**src/hw/rtl/tkx_pkg.sv**
```systemverilog
// tkx_pkg: types, constants and generator step functions for the keystream xor block
// no dependencies; used by tkx_keystream and tausworthe_keystream_xor
`default_nettype none

package tkx_pkg;

   localparam logic [31:0] MASK_A = 32'hFFFF_FFFE;
   localparam logic [31:0] MASK_B = 32'hFFFF_FFF8;
   localparam logic [31:0] MASK_C = 32'hFFFF_FFF0;

   localparam logic [31:0] SEED_OR_A = 32'h0000_0003;
   localparam logic [31:0] SEED_OR_B = 32'h0000_0009;
   localparam logic [31:0] SEED_OR_C = 32'h0000_0017;

   localparam int WARMUP_STEPS = 6;

   localparam logic OP_RESTART = 1'b0;
   localparam logic OP_DATA    = 1'b1;

   localparam logic [1:0] REG_SEED_A = 2'd0;
   localparam logic [1:0] REG_SEED_B = 2'd1;
   localparam logic [1:0] REG_SEED_C = 2'd2;

   typedef struct packed {
      logic [31:0] a;
      logic [31:0] b;
      logic [31:0] c;
   } tkx_words_type;

   typedef struct packed {
      logic load;
      logic advance;
   } tkx_gen_ctl_type;

   function automatic tkx_words_type tkx_advance(input tkx_words_type w);
      tkx_words_type r;
      r.a = ((w.a & MASK_A) << 12) ^ (((w.a << 13) ^ w.a) >> 19);
      r.b = ((w.b & MASK_B) << 4)  ^ (((w.b << 2)  ^ w.b) >> 25);
      r.c = ((w.c & MASK_C) << 17) ^ (((w.c << 3)  ^ w.c) >> 11);
      return r;
   endfunction

   function automatic tkx_words_type tkx_warmup(input tkx_words_type w);
      tkx_words_type r;
      r = w;
      for (int k = 0; k < WARMUP_STEPS; k++) begin
         r = tkx_advance(r);
      end
      return r;
   endfunction

endpackage

`default_nettype wire

```
**src/hw/rtl/tkx_keystream.sv**
```systemverilog
// tkx_keystream: three-word combined tausworthe generator state and keystream byte
// depends on tkx_pkg for the step and warm-up functions
`default_nettype none

module tkx_keystream
   import tkx_pkg::*;
(
   input  wire logic            clock,
   input  wire logic            reset,
   input  wire tkx_gen_ctl_type ctl,
   input  wire tkx_words_type   seeds,
   output logic [7:0]           key_byte
);

   tkx_words_type gen_ff, gen_in;
   tkx_words_type stepped;
   tkx_words_type seeded;
   logic [31:0]   mixed;

   always_comb begin
      stepped  = tkx_advance(gen_ff);
      seeded.a = seeds.a | SEED_OR_A;
      seeded.b = seeds.b | SEED_OR_B;
      seeded.c = seeds.c | SEED_OR_C;
      mixed    = stepped.a ^ stepped.b ^ stepped.c;
      key_byte = mixed[7:0];
   end

   always_comb begin
      priority if (ctl.load) begin
         gen_in = tkx_warmup(seeded);
      end else if (ctl.advance) begin
         gen_in = stepped;
      end else begin
         gen_in = gen_ff;
      end
   end

   always_ff @(posedge clock) begin
      if (reset) begin
         gen_ff <= '0;
      end else begin
         gen_ff <= gen_in;
      end
   end

   a_ctl_exclusive: assert property (@(posedge clock) disable iff (reset)
      !(ctl.load && ctl.advance))
      else $error("generator load and advance together");

   a_hold_when_idle: assert property (@(posedge clock) disable iff (reset)
      (!ctl.load && !ctl.advance) |=> $stable(gen_ff))
      else $error("generator state moved without a request");

   a_zero_stays_zero: assert property (@(posedge clock) disable iff (reset)
      (gen_ff == '0 && !ctl.load) |=> gen_ff == '0)
      else $error("all-zero generator left zero without a restart");

endmodule

`default_nettype wire

```
**src/hw/rtl/tausworthe_keystream_xor.sv**
```systemverilog
// tausworthe_keystream_xor: byte stream cipher, input register -> generator -> result register
// a data beat goes through the input register, then the result register; restart gives none
// throughput: one beat per cycle while rsp_ready takes results, set by the generator update
// a restart applies the six warm-up steps as it loads, so a data beat may follow at once
// reset (synchronous, active high) clears the seeds, generator words and all valid flags
`default_nettype none

module tausworthe_keystream_xor
   import tkx_pkg::*;
(
   input  wire logic        clock,
   input  wire logic        reset,
   input  wire logic        req_valid,
   output logic             req_ready,
   input  wire logic        req_op,
   input  wire logic [7:0]  req_data_byte,
   output logic             rsp_valid,
   input  wire logic        rsp_ready,
   output logic [7:0]       rsp_out_byte,
   input  wire logic        csr_psel,
   input  wire logic        csr_penable,
   input  wire logic        csr_pwrite,
   input  wire logic [3:0]  csr_paddr,
   input  wire logic [31:0] csr_pwdata,
   output logic [31:0]      csr_prdata,
   output logic             csr_pready
);

   tkx_words_type   seeds_ff;
   tkx_gen_ctl_type gen_ctl;
   logic [1:0]      reg_index;
   logic            csr_write;

   logic            s1_valid_ff, s1_valid_in;
   logic            s1_op_ff;
   logic [7:0]      s1_byte_ff;
   logic            s1_move;
   logic            out_valid_ff, out_valid_in;
   logic [7:0]      out_byte_ff;
   logic [7:0]      key_byte;

   // configuration port
   assign csr_pready = 1'b1;
   assign reg_index  = csr_paddr[3:2];
   assign csr_write  = csr_psel && csr_penable && csr_pwrite && csr_pready;

   always_comb begin
      unique case (reg_index)
         REG_SEED_A: csr_prdata = seeds_ff.a;
         REG_SEED_B: csr_prdata = seeds_ff.b;
         REG_SEED_C: csr_prdata = seeds_ff.c;
         default:    csr_prdata = '0;
      endcase
   end

   always_ff @(posedge clock) begin
      if (reset) begin
         seeds_ff <= '0;
      end else if (csr_write) begin
         unique case (reg_index)
            REG_SEED_A: seeds_ff.a <= csr_pwdata;
            REG_SEED_B: seeds_ff.b <= csr_pwdata;
            REG_SEED_C: seeds_ff.c <= csr_pwdata;
            default:    ;
         endcase
      end
   end

   // restart beats leave the input register without needing the result slot
   assign s1_move = s1_valid_ff &&
                    (s1_op_ff == OP_RESTART || !out_valid_ff || rsp_ready);
   assign req_ready = !s1_valid_ff || s1_move;

   assign gen_ctl.load    = s1_move && s1_op_ff == OP_RESTART;
   assign gen_ctl.advance = s1_move && s1_op_ff == OP_DATA;

   tkx_keystream u_keystream (
      .clock    (clock),
      .reset    (reset),
      .ctl      (gen_ctl),
      .seeds    (seeds_ff),
      .key_byte (key_byte)
   );

   always_comb begin
      s1_valid_in  = (s1_valid_ff && !s1_move) || (req_valid && req_ready);
      out_valid_in = gen_ctl.advance || (out_valid_ff && !rsp_ready);
   end

   always_ff @(posedge clock) begin
      if (reset) begin
         s1_valid_ff  <= 1'b0;
         out_valid_ff <= 1'b0;
      end else begin
         s1_valid_ff  <= s1_valid_in;
         out_valid_ff <= out_valid_in;
      end
   end

   always_ff @(posedge clock) begin
      if (req_valid && req_ready) begin
         s1_op_ff   <= req_op;
         s1_byte_ff <= req_data_byte;
      end
      if (gen_ctl.advance) begin
         out_byte_ff <= s1_byte_ff ^ key_byte;
      end
   end

   assign rsp_valid    = out_valid_ff;
   assign rsp_out_byte = out_byte_ff;

   a_ready_when_empty: assert property (@(posedge clock) disable iff (reset)
      !s1_valid_ff |-> req_ready)
      else $error("input register empty but beat refused");

   a_data_gives_result: assert property (@(posedge clock) disable iff (reset)
      gen_ctl.advance |=> rsp_valid)
      else $error("data beat produced no result");

   a_restart_no_result: assert property (@(posedge clock) disable iff (reset)
      (gen_ctl.load && (!out_valid_ff || rsp_ready)) |=> !rsp_valid)
      else $error("restart beat produced a result");

   a_no_overwrite: assert property (@(posedge clock) disable iff (reset)
      (out_valid_ff && !rsp_ready) |-> !gen_ctl.advance)
      else $error("pending result overwritten");

endmodule

`default_nettype wire

```
**config.mk**
```make
export PLATFORM = sky130hd
export DESIGN_NAME = tausworthe_keystream_xor
export DESIGN_NICKNAME = d
export VERILOG_FILES = /design/src/hw/rtl/tkx_pkg.sv /design/src/hw/rtl/tkx_keystream.sv /design/src/hw/rtl/tausworthe_keystream_xor.sv
export SDC_FILE = /design/constraint.sdc
export NUM_CORES = 1
export LEC_CHECK = 0
export BUFFER_PORTS_ARGS = -buffer_cell sky130_fd_sc_hd__buf_2
export CAP_MARGIN = 20
export CORE_MARGIN = 1
export CORE_UTILIZATION = 45
export CTS_BUF_LIST = sky130_fd_sc_hd__clkbuf_2
export CTS_CLUSTER_SIZE = 40
export DETAILED_ROUTE_END_ITERATION = 10
export PLACE_DENSITY = 0.7
export SLEW_MARGIN = 0
export SYNTH_ARGS = -nofsm -noshare
export SYNTH_HDL_FRONTEND = slang
export SYNTH_SLANG_ARGS = --single-unit
export TNS_END_PERCENT = 30
```
**constraint.sdc**
```tcl
create_clock -name clock -period 3.3 [get_ports clock]
set_clock_uncertainty 0.05 [all_clocks]
set_input_delay 0.165 -clock clock [delete_from_list [all_inputs] [get_ports clock]]
set_output_delay 0.165 -clock clock [all_outputs]
set_load 0.03 [all_outputs]
```
## Word-level counts from Yosys, hierarchy flattened

Cells that the tools add are included.

- Logic and storage cells: 84
- Flip-flop bits (word level): 211

- Eq/ne operators: 2
- Reductions and logical operators: 22
- Bitwise gates (word level): 46
- Muxes and demuxes: 3

Operator list:

| cell | number |
|---|---|
| 32-bit bitwise XOR | 21 |
| 32-bit by 13-bit bitwise XOR with 32-bit output | 7 |
| 32-bit by 21-bit bitwise XOR with 32-bit output | 7 |
| 32-bit by 7-bit bitwise XOR with 32-bit output | 7 |
| 96-bit 2-to-1 mux | 2 |
| 32-bit one-hot mux with 3 select lines | 1 |
| 8-bit bitwise XOR | 3 |
| 1-bit logical AND | 8 |
| 2-bit AND reduction | 3 |
| 1-bit logical OR | 5 |
| 1-bit zero test | 4 |
| 2-bit by 1-bit == test with 1-bit output, second input constant | 1 |
| 2-bit == test, second input constant | 1 |
| 2-bit zero test | 1 |
| 2-bit nonzero test | 1 |
| 1-bit NOT | 1 |

## Longest topological paths before layout

- Word-level depth: 13
- Mapped depth: 7
- Depth with buffers taken out: 4

## Hierarchy

A second synthesis with hierarchy kept.

- Cell total of the unflattened synthesis: 1096
- Area total of the unflattened synthesis: 10716.5 um2

Modules (own cells, without submodules):

| module | instances | cells each | area each (um2) | seq. area each (um2) |
|---|---|---|---|---|
| tkx_keystream | 1 | 598 | 5492.8 | 1761.7 |
| tausworthe_keystream_xor | 1 | 498 | 5223.8 | 2472.4 |

## Least setup slack after synthesis

OpenSTA, ideal clock, no wires.

- Path type: register to register
- From: register s1_op_ff
- To: register s1_byte_ff[0] (enable)
- Cell stages (with the launch flop): 4
- Clock period less this slack: 1.863 ns
- Setup time: 0.381 ns
- Slack: 1.437 ns
- Arrival time: 1.432 ns
- Required time: 2.869 ns
- Cell sequence: edfxtp_1 clkbuf_1 buf_1 a31oi_1

- Longest elaborated chain between the ends: 6

RTL lines:

| item | RTL line | text |
|---|---|---|
| start: declaration | tausworthe_keystream_xor.sv:35 | `logic s1_op_ff;` |
| start signal: assignment | tausworthe_keystream_xor.sv:102 | `s1_op_ff <= req_op;` |
| 1-bit NOT | tausworthe_keystream_xor.sv:71 | `(s1_op_ff == OP_RESTART \|\| !out_valid_ff \|\| rsp_ready);` |
| 1-bit logical OR (2 in a row) | tausworthe_keystream_xor.sv:71 |  |
| 1-bit logical AND | tausworthe_keystream_xor.sv:70 | `assign s1_move = s1_valid_ff &&` |
| 1-bit logical OR | tausworthe_keystream_xor.sv:72 | `assign req_ready = !s1_valid_ff \|\| s1_move;` |
| 1-bit logical AND | tausworthe_keystream_xor.sv:101 | `if (req_valid && req_ready) begin` |
| end signal: assignment | tausworthe_keystream_xor.sv:103 | `s1_byte_ff <= req_data_byte;` |
| end: declaration | tausworthe_keystream_xor.sv:36 | `logic [7:0] s1_byte_ff;` |

Every way passes these cells.
A chain may end at the register's enable or synchronous reset.

## Worst setup path after layout

- From: input port csr_psel
- To: register seeds_ff[54] (netlist name)

- Longest elaborated chain between the ends: 3

RTL lines:

| item | RTL line | text |
|---|---|---|
| start: declaration | tausworthe_keystream_xor.sv:20 | `input wire logic csr_psel,` |
| 1-bit logical AND (2 in a row) | tausworthe_keystream_xor.sv:45 | `assign csr_write = csr_psel && csr_penable && csr_pwrite && csr_pready;` |
| 2-bit AND reduction (no source line) | -- |  |
| end: declaration | tausworthe_keystream_xor.sv:29 | `tkx_words_type seeds_ff;` |

Every way passes these cells.

==> results.md <==
- IO Pins: 95
- Via density: between 5 and 6
- Clock Latency Late Sink: 0.87 ns
- Commonest non-fill, non-tap cell in the layout: nand2_1
- Starting Density: 46.30%
- Yosys warning total: 0
- Leakage power: between 4 and 5 nW
- Peak VDD IR: 0.2242 mV
- Clk sink count: 203
- Remaining DRCs: 7
- Final worst path period need: between 2 and 2.5 ns
- Setup TNS: 0 ns
- Crit path launch type: input port
- Post-Syn Area: 0.01017 sq mm
- Max cap viols: 0
- Global-route wire length before repair: roughly 48000 um
- # rows: 54
- Final Cycle Share: about three quarters
- Cells after Synth: 1217
- Fill count: 2065
- Fin. max-slew vios: 0
- Congestion Overflow GR: 0
- Reg area: 0.004234 sq mm
- Setup Buffers After CTS: 0
- Maximum operating frequency: 407.0 MHz
- Die Ht: 152.3 um
- HP Class: in2reg
- Count of cells resized by post-cts repair: 0
- Final nets: 1380
- Final Core Density: 53.26%
- Setup WS pre-CTS: approximately 1.1 ns
- Area growth syn-to-layout: 15.04%
- Final worst slack: 0.8430 ns
- #FFs+latches synth: slightly above 200
- Critical Path RT: ~4.1 ns
- Sequential share of the synthesized area: 41.64%
- Final hold viol count: 0
- Final Cell Area: 0.01170 sq mm
- Slew Limit Headroom: 30.09%
- Most frequent cells in the layout: 302 x nand2_1, 186 x dfxtp_1, 142 x a21oi_1, 110 x xnor2_1, 90 x buf_2
- Final Wtd Congestion: 0.8946
- Synth unique cells: 50
- IO Port Bufs: 91
- CP max FO: 24
- Power per Cell Area: 424.5 mW/mm^2
- Status: finished, violations left
- Number of global-route vias before repair: 8609
- CP Class: in2reg
- Multi-input logic area: 0.005359 sq mm
- DR vias: 9094
- Crit path arrival time: 3.23 ns
- DP HPWL: a little over 20000 um
- Initial antenna violation count: 1
- Total GRT Usage: 26.21%
- Drt first pass iters: 8
- Failing checks: design-rule violations
- Largest net degree at the start of global routing: 66
- Die width: between 150 and 200 um
- Share of cells above drive strength 1: 15.61%
- Detailed Route WL: ~31000 um
- Maximum clock insertion buffer count: 3
- RSZ-0062 raised after global routing: false
- CTS Buf Count: 52
- Final ANT Viol Nets: 0
- Crit end category: flip-flop
- DR WL/cell: 18.69 um
- Root buf cell: clkbuf_2
- Core area: 0.02196 sq mm
- Post-Syn Nets: 1269
- Placed cell areas: roughly 0.011 sq mm
- 1st-iter DRT viols: 883
- Finish-stage setup viols: 0
- Hold WS: 0.04687 ns
- Syn avg cell area: roughly 8.4 sq um
- Die area: 0.02320 sq mm
- Clock-pin transition on the worst setup and hold timing paths: 0.10 ns
- Tightest Pin Transition: 1.047 ns
- CTS tree: built
- H-tree Lvls: 2
[state kept, by name, indices dropped and copies added, names as in the netlist]
| name | flops |
|---|---|
| s1_byte_ff | 8 |
| u_keystream.gen_ff | 88 |
| s1_op_ff | 1 |
| s1_valid_ff | 1 |
| rsp_out_byte | 8 |
| seeds_ff | 96 |
| rsp_valid | 1 |
[path summary, 6_finish.rpt]
check | from | slack, ns | end | depth (start not counted)
worst max-delay path | csr_psel | 0.84 | seeds_ff[54] | 9
worst min-delay path | csr_pwdata[28] | 0.05 | seeds_ff[92] | 4
worst max register to register | s1_op_ff | 0.90 | u_keystream.gen_ff[29] | 4
worst min register to register | u_keystream.gen_ff[45] | 0.34 | u_keystream.gen_ff[49] | 2
[routing by layer]
layer / vias up / part of all wire, % / global-route usage [%]
met5: - / 0 / 0
met4: 0 / 2.4 / 8.649
met3: 51 / 8.9 / 5.489
met2: 457 / 45 / 40.73
met1: 4249 / 44 / 36.15
li1: 4337 / - / -
[cells in the mapped netlist (all sizes together)]
master / n / area, sq um
xnor2: 113 / 1012
nor3: 10 / 55.05
or3: 3 / 18.77
nand3: 7 / 40.04
o21ai: 40 / 200.2
buf: 56 / 292.8
o311a: 1 / 10.01
a311oi: 5 / 43.79
and2: 2 / 12.51
mux2i: 37 / 370.4
o211ai: 24 / 180.2
nor3b: 3 / 32.53
a2111oi: 7 / 105.1
o31ai: 2 / 20.02
a22oi: 2 / 15.01
nand2b: 5 / 31.28
xnor3: 2 / 45.04
inv: 25 / 93.84
a211oi: 4 / 30.03
clkbuf: 58 / 217.7
and2b: 1 / 7.510
a21o: 1 / 7.510
conb: 1 / 3.750
xor2: 66 / 600.6
nand2: 303 / 1137
a31oi: 22 / 137.6
o221ai: 32 / 280.3
o221a: 1 / 11.26
nor2b: 2 / 12.51
nand3b: 2 / 15.01
nand4: 1 / 6.260
nor2: 25 / 93.84
and3: 1 / 6.260
or3b: 1 / 8.760
a221oi: 4 / 41.29
edfxtp: 17 / 510.5
a21oi: 142 / 710.7
dfxtp: 186 / 3724
o311ai: 1 / 8.760
a211o: 2 / 17.52
[stage by stage]
| stage | std cells | power (mW) |
|---|---|---|
| floorplan | 1217 | 3.135 |
| global placement | 1493 | 3.312 |
| detailed placement | 1493 | 3.321 |
| CTS | 1638 | 4.982 |
| global route | 1640 | 5.183 |
| finish | 1640 | 4.965 |
[logic make-up (layout without fill, tap and decap cells)]
group / count (synthesis) / in the layout / synth area share, %
buffers and inverters: 139 / 280 / 5.944
xor gates and xnor gates: 181 / 181 / 16.31
AOI/OAI and AO/OA: 290 / 290 / 17.89
muxes: 37 / 37 / 3.643
other: 1 / 3 / 0.03688
DFF: 203 / 203 / 41.64
and+or+nand+nor: 366 / 366 / 14.53
[layout make-up]
cell class | count | share of cell area (%)
inverter | 25 | 0.8023
clock buffer | 74 | 3.166
multi-input combinational | 875 | 45.82
tap | 280 | 2.995
sequential | 203 | 36.20
timing repair buffer | 171 | 10.57
antenna | 2 | 0.04279
clock inverter | 10 | 0.4065
[worst max-delay path, stage by stage]
cell           delay (ns)
dlygate4sd3_1        0.54
buf_2                0.13
nand3_2              0.09
dlygate4sd3_1        0.69
nor3b_4              0.45
buf_4                0.39
nand2_1              0.09
a21oi_1              0.12
dlygate4sd3_1        0.55
[where the power goes]
group / switching [mW] / internal, mW
clock network: 1.04 / 0.597
registers: 0.0894 / 2.58
logic: 0.382 / 0.277
[what timing repair did]
item,CTS,global route
setup endpoints to repair,0,0
hold endpoints to repair,162,0
hold buffers,61,0
Note: power is estimated with default switching activity, not from simulation.
